===== src/cafu_pkg.sv =====
// ----------------------------------------------------------------------------
// cafu_pkg
// Types and constants shared by the ALU and flag unit pipeline.
// ----------------------------------------------------------------------------
`timescale 1ns / 1ps

package cafu_pkg;

	typedef enum logic [4:0] {
		CMD_ADD   = 5'd0,
		CMD_ADC   = 5'd1,
		CMD_SUB   = 5'd2,
		CMD_SBC   = 5'd3,
		CMD_AND   = 5'd4,
		CMD_XOR   = 5'd5,
		CMD_OR    = 5'd6,
		CMD_CP    = 5'd7,
		CMD_INC   = 5'd8,
		CMD_DEC   = 5'd9,
		CMD_RLCA  = 5'd10,
		CMD_RRCA  = 5'd11,
		CMD_RLA   = 5'd12,
		CMD_RRA   = 5'd13,
		CMD_DAA   = 5'd14,
		CMD_CPL   = 5'd15,
		CMD_SCF   = 5'd16,
		CMD_CCF   = 5'd17,
		CMD_ADD16 = 5'd18,
		CMD_SPOFS = 5'd19
	} cmd_e;

	localparam logic [7:0] ADJ_LOW       = 8'h06;
	localparam logic [7:0] ADJ_HIGH      = 8'h60;
	localparam logic [4:0] DAA_DIGIT_MAX = 5'd9;

	typedef struct packed {
		logic        z;
		logic        n;
		logic        h;
		logic        c;
	} flags_t;

	typedef struct packed {
		logic [4:0]  command;
		logic [7:0]  accumulator;
		logic [7:0]  operand;
		logic [15:0] wide_left;
		logic [15:0] wide_right;
		logic        zero_in;
		logic        subtract_in;
		logic        half_in;
		logic        carry_in;
	} in_t;

	typedef struct packed {
		logic [15:0] result;
		logic        zero_out;
		logic        subtract_out;
		logic        half_out;
		logic        carry_out;
	} out_t;

	// decoded beat: adder operands set up for the 8-bit and 16-bit paths
	typedef struct packed {
		cmd_e        cmd;
		logic [7:0]  a;
		logic [7:0]  v;
		logic [15:0] wl;
		logic [15:0] wr;
		flags_t      fl;
		logic [7:0]  opa;
		logic [7:0]  opb;
		logic        cin;
		logic [15:0] wopb;
	} dec_t;

	// executed beat: raw sums, partial carries, logic result and low-digit adjust
	typedef struct packed {
		cmd_e        cmd;
		logic [7:0]  a;
		flags_t      fl;
		logic [8:0]  sum8;
		logic        hc;
		logic [7:0]  logic_res;
		logic [16:0] wsum;
		logic        h12;
		logic        sp_h;
		logic        sp_c;
		logic [8:0]  daa_lo;
	} exe_t;

endpackage


===== src/cafu_decode.sv =====
// ----------------------------------------------------------------------------
// cafu_decode
// Stage 1: selects adder operands, inversion and carry-in per command.
// ----------------------------------------------------------------------------
`timescale 1ns / 1ps

module cafu_decode import cafu_pkg::*; (
	input  logic clk,
	input  logic arst_n,
	input  logic in_valid,
	output logic in_ready,
	input  in_t  in_data,
	output logic out_valid,
	input  logic out_ready,
	output dec_t out_data
);

	logic vld_s1;
	dec_t dec_s1;
	dec_t dec_d;
	cmd_e cmd;

	assign cmd      = cmd_e'(in_data.command);
	assign in_ready = !vld_s1 || out_ready;

	always_comb begin
		dec_d.cmd  = cmd;
		dec_d.a    = in_data.accumulator;
		dec_d.v    = in_data.operand;
		dec_d.wl   = in_data.wide_left;
		dec_d.wr   = in_data.wide_right;
		dec_d.fl   = '{z: in_data.zero_in, n: in_data.subtract_in,
			h: in_data.half_in, c: in_data.carry_in};
		dec_d.opa  = in_data.accumulator;
		dec_d.opb  = in_data.operand;
		dec_d.cin  = 1'b0;
		dec_d.wopb = (cmd == CMD_ADD16) ? in_data.wide_right
			: {{8{in_data.operand[7]}}, in_data.operand};
		// subtraction runs as a + ~b + ~borrow
		case (cmd)
			CMD_ADC: begin
				dec_d.cin = in_data.carry_in;
			end
			CMD_SUB, CMD_CP: begin
				dec_d.opb = ~in_data.operand;
				dec_d.cin = 1'b1;
			end
			CMD_SBC: begin
				dec_d.opb = ~in_data.operand;
				dec_d.cin = ~in_data.carry_in;
			end
			CMD_INC: begin
				dec_d.opa = in_data.operand;
				dec_d.opb = 8'h00;
				dec_d.cin = 1'b1;
			end
			CMD_DEC: begin
				dec_d.opa = in_data.operand;
				dec_d.opb = 8'hff;
			end
			default: begin
			end
		endcase
	end

	always_ff @(posedge clk or negedge arst_n) begin
		if (!arst_n) begin
			vld_s1 <= 1'b0;
		end else if (in_ready) begin
			vld_s1 <= in_valid;
		end
	end

	always_ff @(posedge clk) begin
		if (in_ready && in_valid) begin
			dec_s1 <= dec_d;
		end
	end

	assign out_valid = vld_s1;
	assign out_data  = dec_s1;

endmodule


===== src/cafu_exec.sv =====
// ----------------------------------------------------------------------------
// cafu_exec
// Stage 2: 8-bit and 16-bit adders, logic ops, first decimal-adjust step.
// ----------------------------------------------------------------------------
`timescale 1ns / 1ps

module cafu_exec import cafu_pkg::*; (
	input  logic clk,
	input  logic arst_n,
	input  logic in_valid,
	output logic in_ready,
	input  dec_t in_data,
	output logic out_valid,
	input  logic out_ready,
	output exe_t out_data
);

	logic       vld_s2;
	exe_t       exe_s2;
	exe_t       exe_d;
	logic [4:0] nib;
	logic [12:0] lo12;
	logic [4:0] sp_nib;
	logic [8:0] sp_byte;
	logic       adj_lo;

	assign in_ready = !vld_s2 || out_ready;

	assign nib     = {1'b0, in_data.opa[3:0]} + {1'b0, in_data.opb[3:0]}
		+ {4'b0, in_data.cin};
	assign lo12    = {1'b0, in_data.wl[11:0]} + {1'b0, in_data.wr[11:0]};
	assign sp_nib  = {1'b0, in_data.wl[3:0]} + {1'b0, in_data.v[3:0]};
	assign sp_byte = {1'b0, in_data.wl[7:0]} + {1'b0, in_data.v};
	assign adj_lo  = in_data.fl.h || ({1'b0, in_data.a[3:0]} > DAA_DIGIT_MAX);

	always_comb begin
		exe_d.cmd  = in_data.cmd;
		exe_d.a    = in_data.a;
		exe_d.fl   = in_data.fl;
		exe_d.sum8 = {1'b0, in_data.opa} + {1'b0, in_data.opb} + {8'b0, in_data.cin};
		exe_d.hc   = nib[4];
		exe_d.wsum = {1'b0, in_data.wl} + {1'b0, in_data.wopb};
		exe_d.h12  = lo12[12];
		exe_d.sp_h = sp_nib[4];
		exe_d.sp_c = sp_byte[8];
		case (in_data.cmd)
			CMD_AND: exe_d.logic_res = in_data.a & in_data.v;
			CMD_XOR: exe_d.logic_res = in_data.a ^ in_data.v;
			default: exe_d.logic_res = in_data.a | in_data.v;
		endcase
		// low-digit correction; borrow into the high byte never survives here
		if (in_data.fl.n) begin
			exe_d.daa_lo = {1'b0, in_data.a - (in_data.fl.h ? ADJ_LOW : 8'h00)};
		end else begin
			exe_d.daa_lo = {1'b0, in_data.a} + {1'b0, adj_lo ? ADJ_LOW : 8'h00};
		end
	end

	always_ff @(posedge clk or negedge arst_n) begin
		if (!arst_n) begin
			vld_s2 <= 1'b0;
		end else if (in_ready) begin
			vld_s2 <= in_valid;
		end
	end

	always_ff @(posedge clk) begin
		if (in_ready && in_valid) begin
			exe_s2 <= exe_d;
		end
	end

	assign out_valid = vld_s2;
	assign out_data  = exe_s2;

endmodule


===== src/cafu_flags.sv =====
// ----------------------------------------------------------------------------
// cafu_flags
// Stage 3: result select, flag generation and the output register.
// ----------------------------------------------------------------------------
`timescale 1ns / 1ps

module cafu_flags import cafu_pkg::*; (
	input  logic clk,
	input  logic arst_n,
	input  logic in_valid,
	output logic in_ready,
	input  exe_t in_data,
	output logic out_valid,
	input  logic out_ready,
	output out_t out_data
);

	logic       vld_s3;
	out_t       rsp_s3;
	out_t       rsp_d;
	logic       adj_hi;
	logic [9:0] daa_t;
	logic       daa_c;
	logic [7:0] a;
	flags_t     fl;

	assign in_ready = !vld_s3 || out_ready;
	assign a        = in_data.a;
	assign fl       = in_data.fl;

	// high-digit correction of decimal adjust
	always_comb begin
		if (fl.n) begin
			adj_hi = fl.c;
			daa_t  = {2'b0, in_data.daa_lo[7:0] - (adj_hi ? ADJ_HIGH : 8'h00)};
			daa_c  = fl.c;
		end else begin
			adj_hi = fl.c || (in_data.daa_lo[8:4] > DAA_DIGIT_MAX);
			daa_t  = {1'b0, in_data.daa_lo} + {2'b0, adj_hi ? ADJ_HIGH : 8'h00};
			daa_c  = fl.c || (daa_t[9:8] != 2'b00);
		end
	end

	always_comb begin
		rsp_d.result       = {8'h00, a};
		rsp_d.zero_out     = fl.z;
		rsp_d.subtract_out = fl.n;
		rsp_d.half_out     = fl.h;
		rsp_d.carry_out    = fl.c;
		case (in_data.cmd)
			CMD_ADD, CMD_ADC: begin
				rsp_d.result       = {8'h00, in_data.sum8[7:0]};
				rsp_d.zero_out     = (in_data.sum8[7:0] == 8'h00);
				rsp_d.subtract_out = 1'b0;
				rsp_d.half_out     = in_data.hc;
				rsp_d.carry_out    = in_data.sum8[8];
			end
			CMD_SUB, CMD_SBC, CMD_CP: begin
				if (in_data.cmd != CMD_CP) begin
					rsp_d.result = {8'h00, in_data.sum8[7:0]};
				end
				rsp_d.zero_out     = (in_data.sum8[7:0] == 8'h00);
				rsp_d.subtract_out = 1'b1;
				rsp_d.half_out     = !in_data.hc;
				rsp_d.carry_out    = !in_data.sum8[8];
			end
			CMD_AND, CMD_XOR, CMD_OR: begin
				rsp_d.result       = {8'h00, in_data.logic_res};
				rsp_d.zero_out     = (in_data.logic_res == 8'h00);
				rsp_d.subtract_out = 1'b0;
				rsp_d.half_out     = (in_data.cmd == CMD_AND);
				rsp_d.carry_out    = 1'b0;
			end
			CMD_INC, CMD_DEC: begin
				rsp_d.result       = {8'h00, in_data.sum8[7:0]};
				rsp_d.zero_out     = (in_data.sum8[7:0] == 8'h00);
				rsp_d.subtract_out = (in_data.cmd == CMD_DEC);
				rsp_d.half_out     = (in_data.cmd == CMD_DEC) ? !in_data.hc : in_data.hc;
			end
			CMD_RLCA: begin
				rsp_d.result       = {8'h00, a[6:0], a[7]};
				rsp_d.zero_out     = 1'b0;
				rsp_d.subtract_out = 1'b0;
				rsp_d.half_out     = 1'b0;
				rsp_d.carry_out    = a[7];
			end
			CMD_RRCA: begin
				rsp_d.result       = {8'h00, a[0], a[7:1]};
				rsp_d.zero_out     = 1'b0;
				rsp_d.subtract_out = 1'b0;
				rsp_d.half_out     = 1'b0;
				rsp_d.carry_out    = a[0];
			end
			CMD_RLA: begin
				rsp_d.result       = {8'h00, a[6:0], fl.c};
				rsp_d.zero_out     = 1'b0;
				rsp_d.subtract_out = 1'b0;
				rsp_d.half_out     = 1'b0;
				rsp_d.carry_out    = a[7];
			end
			CMD_RRA: begin
				rsp_d.result       = {8'h00, fl.c, a[7:1]};
				rsp_d.zero_out     = 1'b0;
				rsp_d.subtract_out = 1'b0;
				rsp_d.half_out     = 1'b0;
				rsp_d.carry_out    = a[0];
			end
			CMD_DAA: begin
				rsp_d.result    = {8'h00, daa_t[7:0]};
				rsp_d.zero_out  = (daa_t[7:0] == 8'h00);
				rsp_d.half_out  = 1'b0;
				rsp_d.carry_out = daa_c;
			end
			CMD_CPL: begin
				rsp_d.result       = {8'h00, ~a};
				rsp_d.subtract_out = 1'b1;
				rsp_d.half_out     = 1'b1;
			end
			CMD_SCF: begin
				rsp_d.subtract_out = 1'b0;
				rsp_d.half_out     = 1'b0;
				rsp_d.carry_out    = 1'b1;
			end
			CMD_CCF: begin
				rsp_d.subtract_out = 1'b0;
				rsp_d.half_out     = 1'b0;
				rsp_d.carry_out    = !fl.c;
			end
			CMD_ADD16: begin
				rsp_d.result       = in_data.wsum[15:0];
				rsp_d.subtract_out = 1'b0;
				rsp_d.half_out     = in_data.h12;
				rsp_d.carry_out    = in_data.wsum[16];
			end
			CMD_SPOFS: begin
				rsp_d.result       = in_data.wsum[15:0];
				rsp_d.zero_out     = 1'b0;
				rsp_d.subtract_out = 1'b0;
				rsp_d.half_out     = in_data.sp_h;
				rsp_d.carry_out    = in_data.sp_c;
			end
			default: begin
			end
		endcase
	end

	always_ff @(posedge clk or negedge arst_n) begin
		if (!arst_n) begin
			vld_s3 <= 1'b0;
		end else if (in_ready) begin
			vld_s3 <= in_valid;
		end
	end

	always_ff @(posedge clk) begin
		if (in_ready && in_valid) begin
			rsp_s3 <= rsp_d;
		end
	end

	assign out_valid = vld_s3;
	assign out_data  = rsp_s3;

endmodule


===== src/cpu_alu_flag_unit_core.sv =====
// ----------------------------------------------------------------------------
// cpu_alu_flag_unit_core
// ALU and flag unit of an 8-bit core as a three-stage pipeline.
// ----------------------------------------------------------------------------
//  channel | signals                        | beat carries
//  req     | req_valid, req_ready, req      | command, operands, incoming flags
//  rsp     | rsp_valid, rsp_ready, rsp      | 16-bit result, outgoing flags
//
// Stages are decode, adders and the flag/result register; one beat per cycle
// is sustained while rsp_ready is high. The 16-bit adder is in the second stage.
// Reset clears the stage valid bits only; data registers are not reset.
// A stalled rsp holds every stage full; ready ripples back stage by stage,
// so a bubble anywhere is filled in the same cycle.
`timescale 1ns / 1ps

module cpu_alu_flag_unit_core import cafu_pkg::*; (
	input  logic clk,
	input  logic arst_n,
	input  logic req_valid,
	output logic req_ready,
	input  in_t  req,
	output logic rsp_valid,
	input  logic rsp_ready,
	output out_t rsp
);

	logic dec_valid;
	logic dec_ready;
	dec_t dec_data;
	logic exe_valid;
	logic exe_ready;
	exe_t exe_data;

	cafu_decode u_decode (
		.clk       (clk),
		.arst_n    (arst_n),
		.in_valid  (req_valid),
		.in_ready  (req_ready),
		.in_data   (req),
		.out_valid (dec_valid),
		.out_ready (dec_ready),
		.out_data  (dec_data)
	);

	cafu_exec u_exec (
		.clk       (clk),
		.arst_n    (arst_n),
		.in_valid  (dec_valid),
		.in_ready  (dec_ready),
		.in_data   (dec_data),
		.out_valid (exe_valid),
		.out_ready (exe_ready),
		.out_data  (exe_data)
	);

	cafu_flags u_flags (
		.clk       (clk),
		.arst_n    (arst_n),
		.in_valid  (exe_valid),
		.in_ready  (exe_ready),
		.in_data   (exe_data),
		.out_valid (rsp_valid),
		.out_ready (rsp_ready),
		.out_data  (rsp)
	);

endmodule


===== config.mk =====
export PLATFORM = sky130hd
export DESIGN_NAME = cpu_alu_flag_unit_core
export DESIGN_NICKNAME = d
export VERILOG_FILES = /design/src/cafu_pkg.sv /design/src/cafu_decode.sv /design/src/cafu_exec.sv /design/src/cafu_flags.sv /design/src/cpu_alu_flag_unit_core.sv
export SDC_FILE = /design/constraint.sdc
export NUM_CORES = 1
export LEC_CHECK = 0
export BUFFER_PORTS_ARGS = -buffer_cell sky130_fd_sc_hd__buf_2
export CORE_MARGIN = 1.5
export CORE_UTILIZATION = 58
export CTS_BUF_LIST = sky130_fd_sc_hd__clkbuf_8
export DETAILED_ROUTE_END_ITERATION = 10
export PLACE_DENSITY = 0.85
export SYNTH_ARGS = -nofsm -noshare
export SYNTH_HDL_FRONTEND = slang
export SYNTH_SLANG_ARGS = --single-unit
export TNS_END_PERCENT = 20

===== constraint.sdc =====
create_clock -name clk -period 3.7 [get_ports clk]
set_input_delay 0.185 -clock clk [delete_from_list [all_inputs] [get_ports clk]]
set_output_delay 0.185 -clock clk [all_outputs]
set_load 0.02 [all_outputs]

==> metrics.txt, run 1 <==
Leak=0.004300 uW; CP Capture Type=register; crit-path leading delay family=compound AO/OA/AOI/OAI gates; asr flop ratio synth=1.744%; Max Fclk=388.8 MHz; Top Ports=83; initial antenna violation count=0; most common cell in the netlist=edfxtp_1; crit path cell chain=inv_1 -> fa_1 -> inv_1 -> fa_1 -> a21o_1 -> a21o_1 -> a211o_1 -> a211oi_1 -> nor2_1; Max clock buf depth=2; RSZ-0062 raised after global routing=no; largest net degree at the start of global routing=64; Core Area=15370 um2; post-CTS sizing=0; hold endpoint=u_decode.out_data[74]; r2r endpoint=u_exec.out_data[46]; crit-path max FO=4; global-route usage over all layers=28.73%; period utilization=69.52%; DR DRC count=0; placer's final routability congestion estimate=0.9689; number of max-cap violations=0; GRT overflow=0; Peak VDD IR=0.2763 mV; ratio of cells with drive above 1 in the final layout=16.82%; Via Count=6775; Syn Area/Cell=12.59 um2; hold path startpoint=req[41]; Synth top area share=54.94%; CP Class=reg -> reg; WP data required=3920 ps; Worst-path clk slew=90 ps; flop2flop setup slack=1130 ps; Clock Latency Late Sink=460 ps; internal power=3314 uW; synth cell count leaders=169 x edfxtp_1, 64 x ha_1, 42 x inv_1; Max transition margin=19.55%; CP max-delay cell=edfxtp_1; diode count=0; crit path DAT=2790 ps; Worst path max stage delay=440 ps; endpoints failing hold=0; PortBufs=82; post-layout min period=2572 ps; Vias/cell=6.176; setup violators final=0; H-tree levels=4; Worst Skew=14.74 ps; Comb pwr share=19.2%; PD cells=435.6 nW/um2; Synth-to-Final Area Change=16.66%; CTS tree=done; net switching power=1380 uW; WL/cell=20.83 um; Cells after Synth=734; Yosys top cell by area=edfxtp_1; Iteration-0 DRC Markers=716; Post-DRT Antenna Nets=0; sw frac=29.39%; Setup Total Neg Slack=0 ps; startpoint class of the critical path=register; Buf+Inv Stages, Crit Path=2; ranking of synthesized cells by area=edfxtp_1 55%, ha_1 8.7%, mux2i_1 2.5%, mux2_2 2.4%, o21ai_0 2.1%; RR Startpoint=u_decode.out_data[17]; cell count of the worst hold path=1; Cell Rows=45; CTS Sinks=172; sequential share of power=54.5%; CTS Buf Count=17; post-synthesis net count=866; Die X=129.2 um; number of global-route vias before repair=6715; Hold Crit Class=in -> reg; die height=129.2 um; WHS=35.50 ps; Post-synth EDFFs=169; total wire length after detailed routing=22850 um; Distinct cells, synth=73; Die Footprint=16690 um2; DP Wirelength=15250 um; Synth Warn #=0; drt pass-1 iters=5; fillers=1039; Clock Power Share=26.3%; R2R depth=9; fin. max-slew vios=0; nets=1005; Least-Margin Pin Slew=1204 ps; Main synth FF type=edfxtp_1; synthesized area=9238 um2; sequential element share of the synthesized area=55.75%; global-route wire length before repair=35820 um; number of synthesized register bits=172; Initial Util=60.10%; CTS root buf=clkbuf_8; status=finished, final reports clean
-- layer usage --
layer	GRT usage, %	wire length (um)	share of wire, %
met1	35.91	9005	39
met2	48.03	11090	49
met3	6.069	1754	7.7
met4	13.68	995	4.4
met5	0	0	0
-- sequential cells by signal, summed over array words and instances (netlist names) --
signal,count
u_flags.out_valid,1
u_decode.out_data,86
u_flags.out_data,20
u_exec.out_data,63
u_decode.out_valid,1
u_exec.out_valid,1
-- worst max-delay path by stage --
stage	startpoint	to	slack, ps	cells past startpoint
final	u_decode.out_data[17]	u_exec.out_data[46]	1130	9
after global routing	u_exec.out_data[62]	u_flags.out_data[4]	920	5
after CTS	u_exec.out_data[62]	u_flags.out_data[4]	1230	5
after detailed placement	u_exec.out_data[62]	u_flags.out_data[4]	1240	5
after global placement	u_exec.out_data[62]	u_flags.out_data[4]	1300	5
after floorplan	u_flags.out_valid	u_decode.out_data[0]	360	3
-- what timing repair did --
item / 4_1_cts / 5_1_grt
hold buffers: 56 / 1
buffers inserted: 0 / 0
hold endpoints to repair: 62 / 1
-- placed cells by master (no fill, tap or decap), drive strengths merged, types with 4 or more instances in the layout --
master,instances
nand4,6
a31oi,4
buf,87
dlygate4sd3,57
mux2i,23
nand2b,11
mux2,20
a31o,6
o31ai,6
o21a,6
a211oi,7
ha,64
fa,7
nor2b,9
a211o,4
clkinvlp,5
a21boi,4
a221oi,10
inv,48
xor2,8
nor2,38
and3,8
o211ai,4
o21ai,48
nand3,11
a21oi,36
a32oi,6
edfxtp,169
clkbuf,17
and2,14
a22oi,4
nand2,33
a21o,25
nor3,11
clkinv,4
xnor2,17
-- power groups by stage --
stage                     combinational (uW)  sequential (uW)  clock [uW]
final                                    901             2560        1230
after floorplan                          578             2560           0
after CTS                                876             2550        1240
after global routing                     994             2580        1320
after global placement                   785             2590           0
after detailed placement                 823             2600           0
-- metrics by stage --
| step | total power [uW] | cells | worst slack, ps | cell area (um2) | utilization (%) |
|---|---|---|---|---|---|
| global placement | 3379 | 1008 | 1302 | 9849 | 64.08 |
| floorplan | 3135 | 734 | 355.2 | 9238 | - |
| global route | 4898 | 1097 | 920.6 | 10780 | 70.11 |
| detailed placement | 3422 | 1008 | 1243 | 9849 | 64.08 |
| finish | 4694 | 1097 | 1128 | 10780 | 70.11 |
| CTS | 4667 | 1096 | 1233 | 10770 | 70.04 |
-- cell type report --
cell class | count | area (um2) | area share (%)
clock buffer | 17 | 234.0 | 2.171
clock inverter | 15 | 122.6 | 1.138
inverter | 43 | 161.4 | 1.498
multi-input combinational | 495 | 3814 | 35.39
sequential | 172 | 5150 | 47.79
tap | 211 | 264.0 | 2.450
timing repair buffer | 144 | 1031 | 9.567
-- cells by family after synthesis --
kind of cell,after synthesis,synth area share [%]
buf+inv,67,3.074
flops,172,55.75
fa+ha+maj,71,10.19
simple gates,165,9.725
mux,43,4.930
compound gates,191,13.96
xor+xnor,25,2.370
No activity file was read; power rests on OpenSTA's default activity.
==> inputs of run 2 (changes only) <==
--- a/config.mk
+++ b/config.mk
@@ -5,6 +5,7 @@
 export SDC_FILE = /design/constraint.sdc
 export NUM_CORES = 1
 export LEC_CHECK = 0
+export ABC_AREA = 1
 export BUFFER_PORTS_ARGS = -buffer_cell sky130_fd_sc_hd__buf_2
 export CORE_MARGIN = 1.5
 export CORE_UTILIZATION = 58
==> constraint.sdc (replaced) <==
create_clock -name clk -period 2.5 [get_ports clk]
set_input_delay 0.125 -clock clk [delete_from_list [all_inputs] [get_ports clk]]
set_output_delay 0.125 -clock clk [all_outputs]
set_load 0.02 [all_outputs]
==> run 2 against run 1 <==
Clock power increased by 40%. Cell area increased by 0.64%. Combinational power increased by 110%. First-iteration DRC count decreased by 3.4%. Utilization increased by 0.45 points. Synthesized cell count increased by 25%. Hold slack improved by 1.6 ps. Largest cell class unchanged. Maximum frequency increased by 12%. Clock skew decreased by 0.92 ps. Via count increased by 9.4%.
==> metrics.txt, run 2 <==
Post-DRT Antenna Nets=0; Worst-path clk slew=100 ps; RSZ-0062 raised after global routing=no; Worst Skew=13.82 ps; most frequent cells in the layout=192 x nand2_1, 169 x edfxtp_1, 129 x inv_1; Max transition margin=61.85%; M1 GR Usage=38.69%; DR DRC count=0; H-tree levels=4; CTS tree=done; Cells after Synth=917; number of synthesized register bits=172; CP Class=reg -> reg; Max Fclk=434.2 MHz; Top Ports=83; asr flop ratio synth=1.744%; placer's final routability congestion estimate=0.9477; fin. max-slew vios=0; GR Layer Usage met3=4.407%; Syn Area/Cell=10.04 um2; met2 usage=50.68%; Leak=0.004707 uW; ranking of synthesized cells by area=edfxtp_1 55%, ha_1 8.7%, nand2_1 7.9%, inv_1 5.3%, o21ai_0 3.2%; Die X=129.0 um; Hold Crit Class=in -> reg; drt pass-1 iters=5; PortBufs=82; most common cell in the netlist=nand2_1; Iteration-0 DRC Markers=692; startpoint class of the critical path=register; Initial Util=59.91%; Core Area=15370 um2; setup violators final=0; Max clock buf depth=2; Cell Rows=45; synthesized area=9209 um2; global-route wire length before repair=37610 um; synth cell count leaders=194 x nand2_1, 169 x edfxtp_1, 130 x inv_1; Synth top area share=55.11%; GRT overflow=0; Least-Margin Pin Slew=570.5 ps; Vias/cell=5.699; Synth-to-Final Area Change=17.77%; WL/cell=18.44 um; CTS root buf=clkbuf_8; crit path DAT=2500 ps; most common cell after layout, fill and taps aside=nand2_1; post-layout min period=2303 ps; total wire length after detailed routing=23970 um; Clock Latency Late Sink=460 ps; period utilization=92.12%; global-route usage over all layers=30.28%; WP data required=2700 ps; Die Footprint=16640 um2; Yosys top cell by area=edfxtp_1; Peak VDD IR=0.5809 mV; CTS Buf Count=17; Synth Warn #=0; endpoints failing hold=0; Main synth FF type=edfxtp_1; die height=129.0 um; CP Capture Type=register; number of max-cap violations=0; Setup Total Neg Slack=0 ps; Distinct cells, synth=35; ratio of cells with drive above 1 in the final layout=12.87%; sequential element share of the synthesized area=55.92%; post-synthesis net count=1049; initial antenna violation count=1; CTS Sinks=172; largest net degree at the start of global routing=87; number of flip-flops in the largest register=86; Via Count=7409; WHS=37.13 ps; crit-path max FO=3; status=finished, final reports clean; DP Wirelength=16060 um; PD cells=708.1 nW/um2; nets=1207; GR peak layer=met2; Post-synth EDFFs=169; number of global-route vias before repair=7170; postcts setup bufs=0
[run 2: changes by cell type after synthesis, moves of 13 or more]
cell / before / now
a21o_1: 25 / 2
and2_1: 13 / 0
inv_1: 42 / 130
mux2_2: 20 / 0
mux2i_1: 23 / 0
nand2_1: 33 / 194
nand3_1: 11 / 42
nand4_1: 6 / 26
nor2_1: 38 / 77
o21ai_0: 39 / 58
o22ai_1: 1 / 15
xnor2_1: 17 / 4
[run 2: worst paths after layout]
kind                                        from               endpoint  slack, ps  cells after the start
max                           u_exec.out_data[6]    u_flags.out_data[3]        200                     11
min                                      req[18]  u_decode.out_data[14]         40                      3
max reg2reg                   u_exec.out_data[6]    u_flags.out_data[3]        200                     11
min reg2reg                u_decode.out_data[33]    u_exec.out_data[47]        430                      0
max in group asynchronous                 arst_n      u_flags.out_valid       1800                      3
min in group asynchronous                 arst_n     u_decode.out_valid        540                      3
[run 2: layout make-up]
type | count | area (um2)
clock inverter | 15 | 98.84
antenna | 1 | 2.502
fill | 1077 | 4526
clock buffer | 17 | 234.0
timing repair buffer | 147 | 1054
tap | 211 | 264.0
multi-input combinational | 601 | 3527
sequential | 172 | 5151
inverter | 136 | 514.2
[run 2: metal layers]
metal	vias to the layer above	wire [um]
li1	3489	-
met1	3467	9764
met2	379	11620
met3	74	1609
met4	0	973
met5	-	0
[run 2: worst max-delay path: stages, from the launching register on]
cell      delay [ps]
edfxtp_1         450
inv_1            140
a21oi_1           70
nor3_1           200
inv_1            100
ha_1             200
inv_1             70
fa_1             420
o21ai_2          160
nor3_1            70
nand3_1           80
o211ai_1          90
[run 2: logic make-up (layout without fill, tap and decap cells)]
logic type | Yosys count | in the layout | share of synthesized area (%)
AO/OA/AOI/OAI | 153 | 153 | 9.538
other | 0 | 1 | 0
adder cells (fa/ha/maj) | 71 | 71 | 10.22
flip-flops | 172 | 172 | 55.92
AND/OR/NAND/NOR | 356 | 356 | 16.39
XOR/XNOR | 21 | 21 | 1.997
buffers and inverters | 144 | 315 | 5.937
[run 2: through the flow]
stage / instances / util [%] / total power [uW] / setup slack, ps / area (um2)
3_5_place_dp: 1210 / 64.64 / 5884 / 109.2 / 9936
5_1_grt: 1300 / 70.56 / 8041 / 6.231 / 10850
2_1_floorplan: 917 / - / 5242 / 17.58 / 9221
6_report: 1300 / 70.56 / 7679 / 197.1 / 10850
4_1_cts: 1299 / 70.52 / 7599 / 90.20 / 10840
3_3_place_gp: 1210 / 64.64 / 5819 / 174.4 / 9936
[run 2: timing repair]
action / CTS / global route
hold buffers: 57 / 0
setup endpoints to repair: 0 / 2
endpoints found under the hold margin: 66 / 0
gates resized for setup: 0 / 2
[run 2: where the power goes]
group / internal, uW / switching (uW) / leakage [uW] / total, uW
registers: 3790 / 280 / 0.00167 / 4070
clock network: 683 / 1030 / 0.000173 / 1720
logic: 645 / 1250 / 0.00286 / 1890
==> inputs of run 3 (changes only) <==
--- a/config.mk
+++ b/config.mk
@@ -8,10 +8,11 @@
 export ABC_AREA = 1
 export BUFFER_PORTS_ARGS = -buffer_cell sky130_fd_sc_hd__buf_2
 export CORE_MARGIN = 1.5
-export CORE_UTILIZATION = 58
+export CORE_UTILIZATION = 45
 export CTS_BUF_LIST = sky130_fd_sc_hd__clkbuf_8
 export DETAILED_ROUTE_END_ITERATION = 10
-export PLACE_DENSITY = 0.85
+export PLACE_DENSITY = 0.7
+export SKIP_LAST_GASP = 1
 export SYNTH_ARGS = -nofsm -noshare
 export SYNTH_HDL_FRONTEND = slang
 export SYNTH_SLANG_ARGS = --single-unit
==> run 3 against run 2 <==
Wire length decreased by 7.1%. Critical path depth stayed put. First-iteration DRC count fell by 31%. Sequential share of layout area fell by 1.0 points. Count of clock-buffer cells in the layout is the same. Sequential cell count is the same. Total power up 4.4%. Utilization down 16 points. Final cell count up 5.0%. Highest routed layer unchanged.
==> metrics.txt, run 3 (synthesis results as in run 2) <==
status=finished, final reports clean; WHS=32.22 ps; PD cells=723.4 nW/um2; most common cell after layout, fill and taps aside=nand2_1; crit path DAT=2500 ps; DP Wirelength=16190 um; drt pass-1 iters=4; cell count of the worst hold path=3; CTS tree=done; Peak VDD IR=0.3700 mV; Worst path max stage delay=460 ps; fin. max-slew vios=0; H-tree levels=4; Post-DRT Antenna Nets=0; CP Class=reg -> reg; Synth-to-Final Area Change=20.38%; startpoint class of the critical path=register; Worst-path clk slew=100 ps; diode count=0; die height=146.1 um; Die X=146.1 um; hold endpoint=u_decode.out_data[15]; WP data required=2700 ps; R2R depth=11; period utilization=91.87%; Vias/cell=5.193; final core occ=54.96%; endpoints failing hold=0; Iteration-0 DRC Markers=475; CTS Sinks=172; WL/cell=16.31 um; Worst Skew=19.35 ps; largest net degree at the start of global routing=43; sequential share of power=50.4%; internal power=5463 uW; Top Ports=83; Clock Power Share=26.1%; Max clock buf depth=2; initial antenna violation count=0; flop2flop setup slack=200 ps; crit-path max FO=3; Hold Crit Class=in -> reg; GRT overflow=0; nets=1214; placer's final routability congestion estimate=0.8861; crit-path most repeated cell=inv_1; global-route usage over all layers=21.81%; setup violators final=0; number of flip-flops in the largest register=86; CTS root buf=clkbuf_8; r2r endpoint=u_flags.out_data[3]; Clock Latency Late Sink=460 ps; CTS Buf Count=17; Leak=0.004786 uW; net switching power=2557 uW; post-layout min period=2297 ps; crit path cell chain=inv_2 -> a21oi_1 -> nor3_2 -> inv_1 -> ha_1 -> inv_1 -> fa_1 -> o21ai_0 -> nor3_1 -> nand3_1 -> o211ai_1; CP max-delay cell=edfxtp_1; total wire length after detailed routing=22260 um; DR DRC count=0; ratio of cells with drive above 1 in the final layout=13.61%; most frequent cells in the layout=192 x nand2_1, 169 x edfxtp_1, 128 x inv_1; Max transition margin=59.30%; CP Capture Type=register; hold path startpoint=req[19]; Least-Margin Pin Slew=608.6 ps; PortBufs=82; Cell Rows=52; Core Area=20170 um2; Via Count=7088; global-route wire length before repair=36000 um; sw frac=31.88%; number of max-cap violations=0; number of global-route vias before repair=6929; Initial Util=45.66%; Max Fclk=435.4 MHz; Die Footprint=21330 um2; Comb pwr share=23.5%; RR Startpoint=u_exec.out_data[6]
==> run 3: power groups by stage <==
stage	clock (uW)	sequential [uW]	combinational, uW
floorplan	0	4140	1100
global placement	0	4090	1770
detailed placement	0	4100	1800
CTS	2120	4030	1870
global route	2230	4090	2120
finish	2090	4040	1890
==> run 3: timing repair <==
item | 4_1_cts | 5_1_grt
hold endpoints to repair | 71 | 0
setup buffers | 0 | 1
gates resized for setup | 0 | 2
endpoints found under the setup margin | 0 | 3
hold buffers | 58 | 0
==> run 3: metal layers <==
metal	global-route usage (%)	share of wire, %
met1	29.27	45
met2	36.26	48
met3	3.781	4.8
met4	6.919	1.9
met5	0	0
==> run 3: per-stage QoR <==
step	cell area (um2)	setup TNS (ps)	worst slack (ps)	cells	total power (uW)
5_1_grt	11090	-8.245	-8.245	1365	8436
3_5_place_dp	10070	0	148.0	1274	5899
4_1_cts	11070	0	89.26	1364	8027
3_3_place_gp	10070	0	177.2	1274	5858
2_1_floorplan	9221	0	17.58	917	5242
6_report	11090	0	203.2	1365	8020
==> run 3: area by class of cell <==
| type | instances | area, um2 |
|---|---|---|
| clock buffers | 17 | 234.0 |
| clock inverters | 15 | 186.4 |
| inverters | 136 | 514.2 |
| fillers | 1738 | 9084 |
| multi-input cells | 601 | 3528 |
| repair buffers | 154 | 1134 |
| well taps | 270 | 337.8 |
| flip-flops and latches | 172 | 5151 |
==> run 3: worst max path at each step <==
stage	startpoint	cells after the start	slack (ps)	endpoint
2_1_floorplan	u_flags.out_valid	5	20	u_decode.out_data[0]
3_3_place_gp	u_exec.out_data[6]	11	180	u_flags.out_data[3]
3_5_place_dp	u_exec.out_data[6]	11	150	u_flags.out_data[3]
4_1_cts	u_exec.out_data[6]	11	90	u_flags.out_data[3]
5_1_grt	u_exec.out_data[6]	14	-8	u_flags.out_data[11]
6_report	u_exec.out_data[6]	11	200	u_flags.out_data[3]
==> run 3: critical path: cells and delay by family (launching register included) <==
family          cells  cell delay (ps)
simple gates        3              310
buf+inv             3              260
fa+ha+maj           2              600
flops               1              460
compound gates      3              400
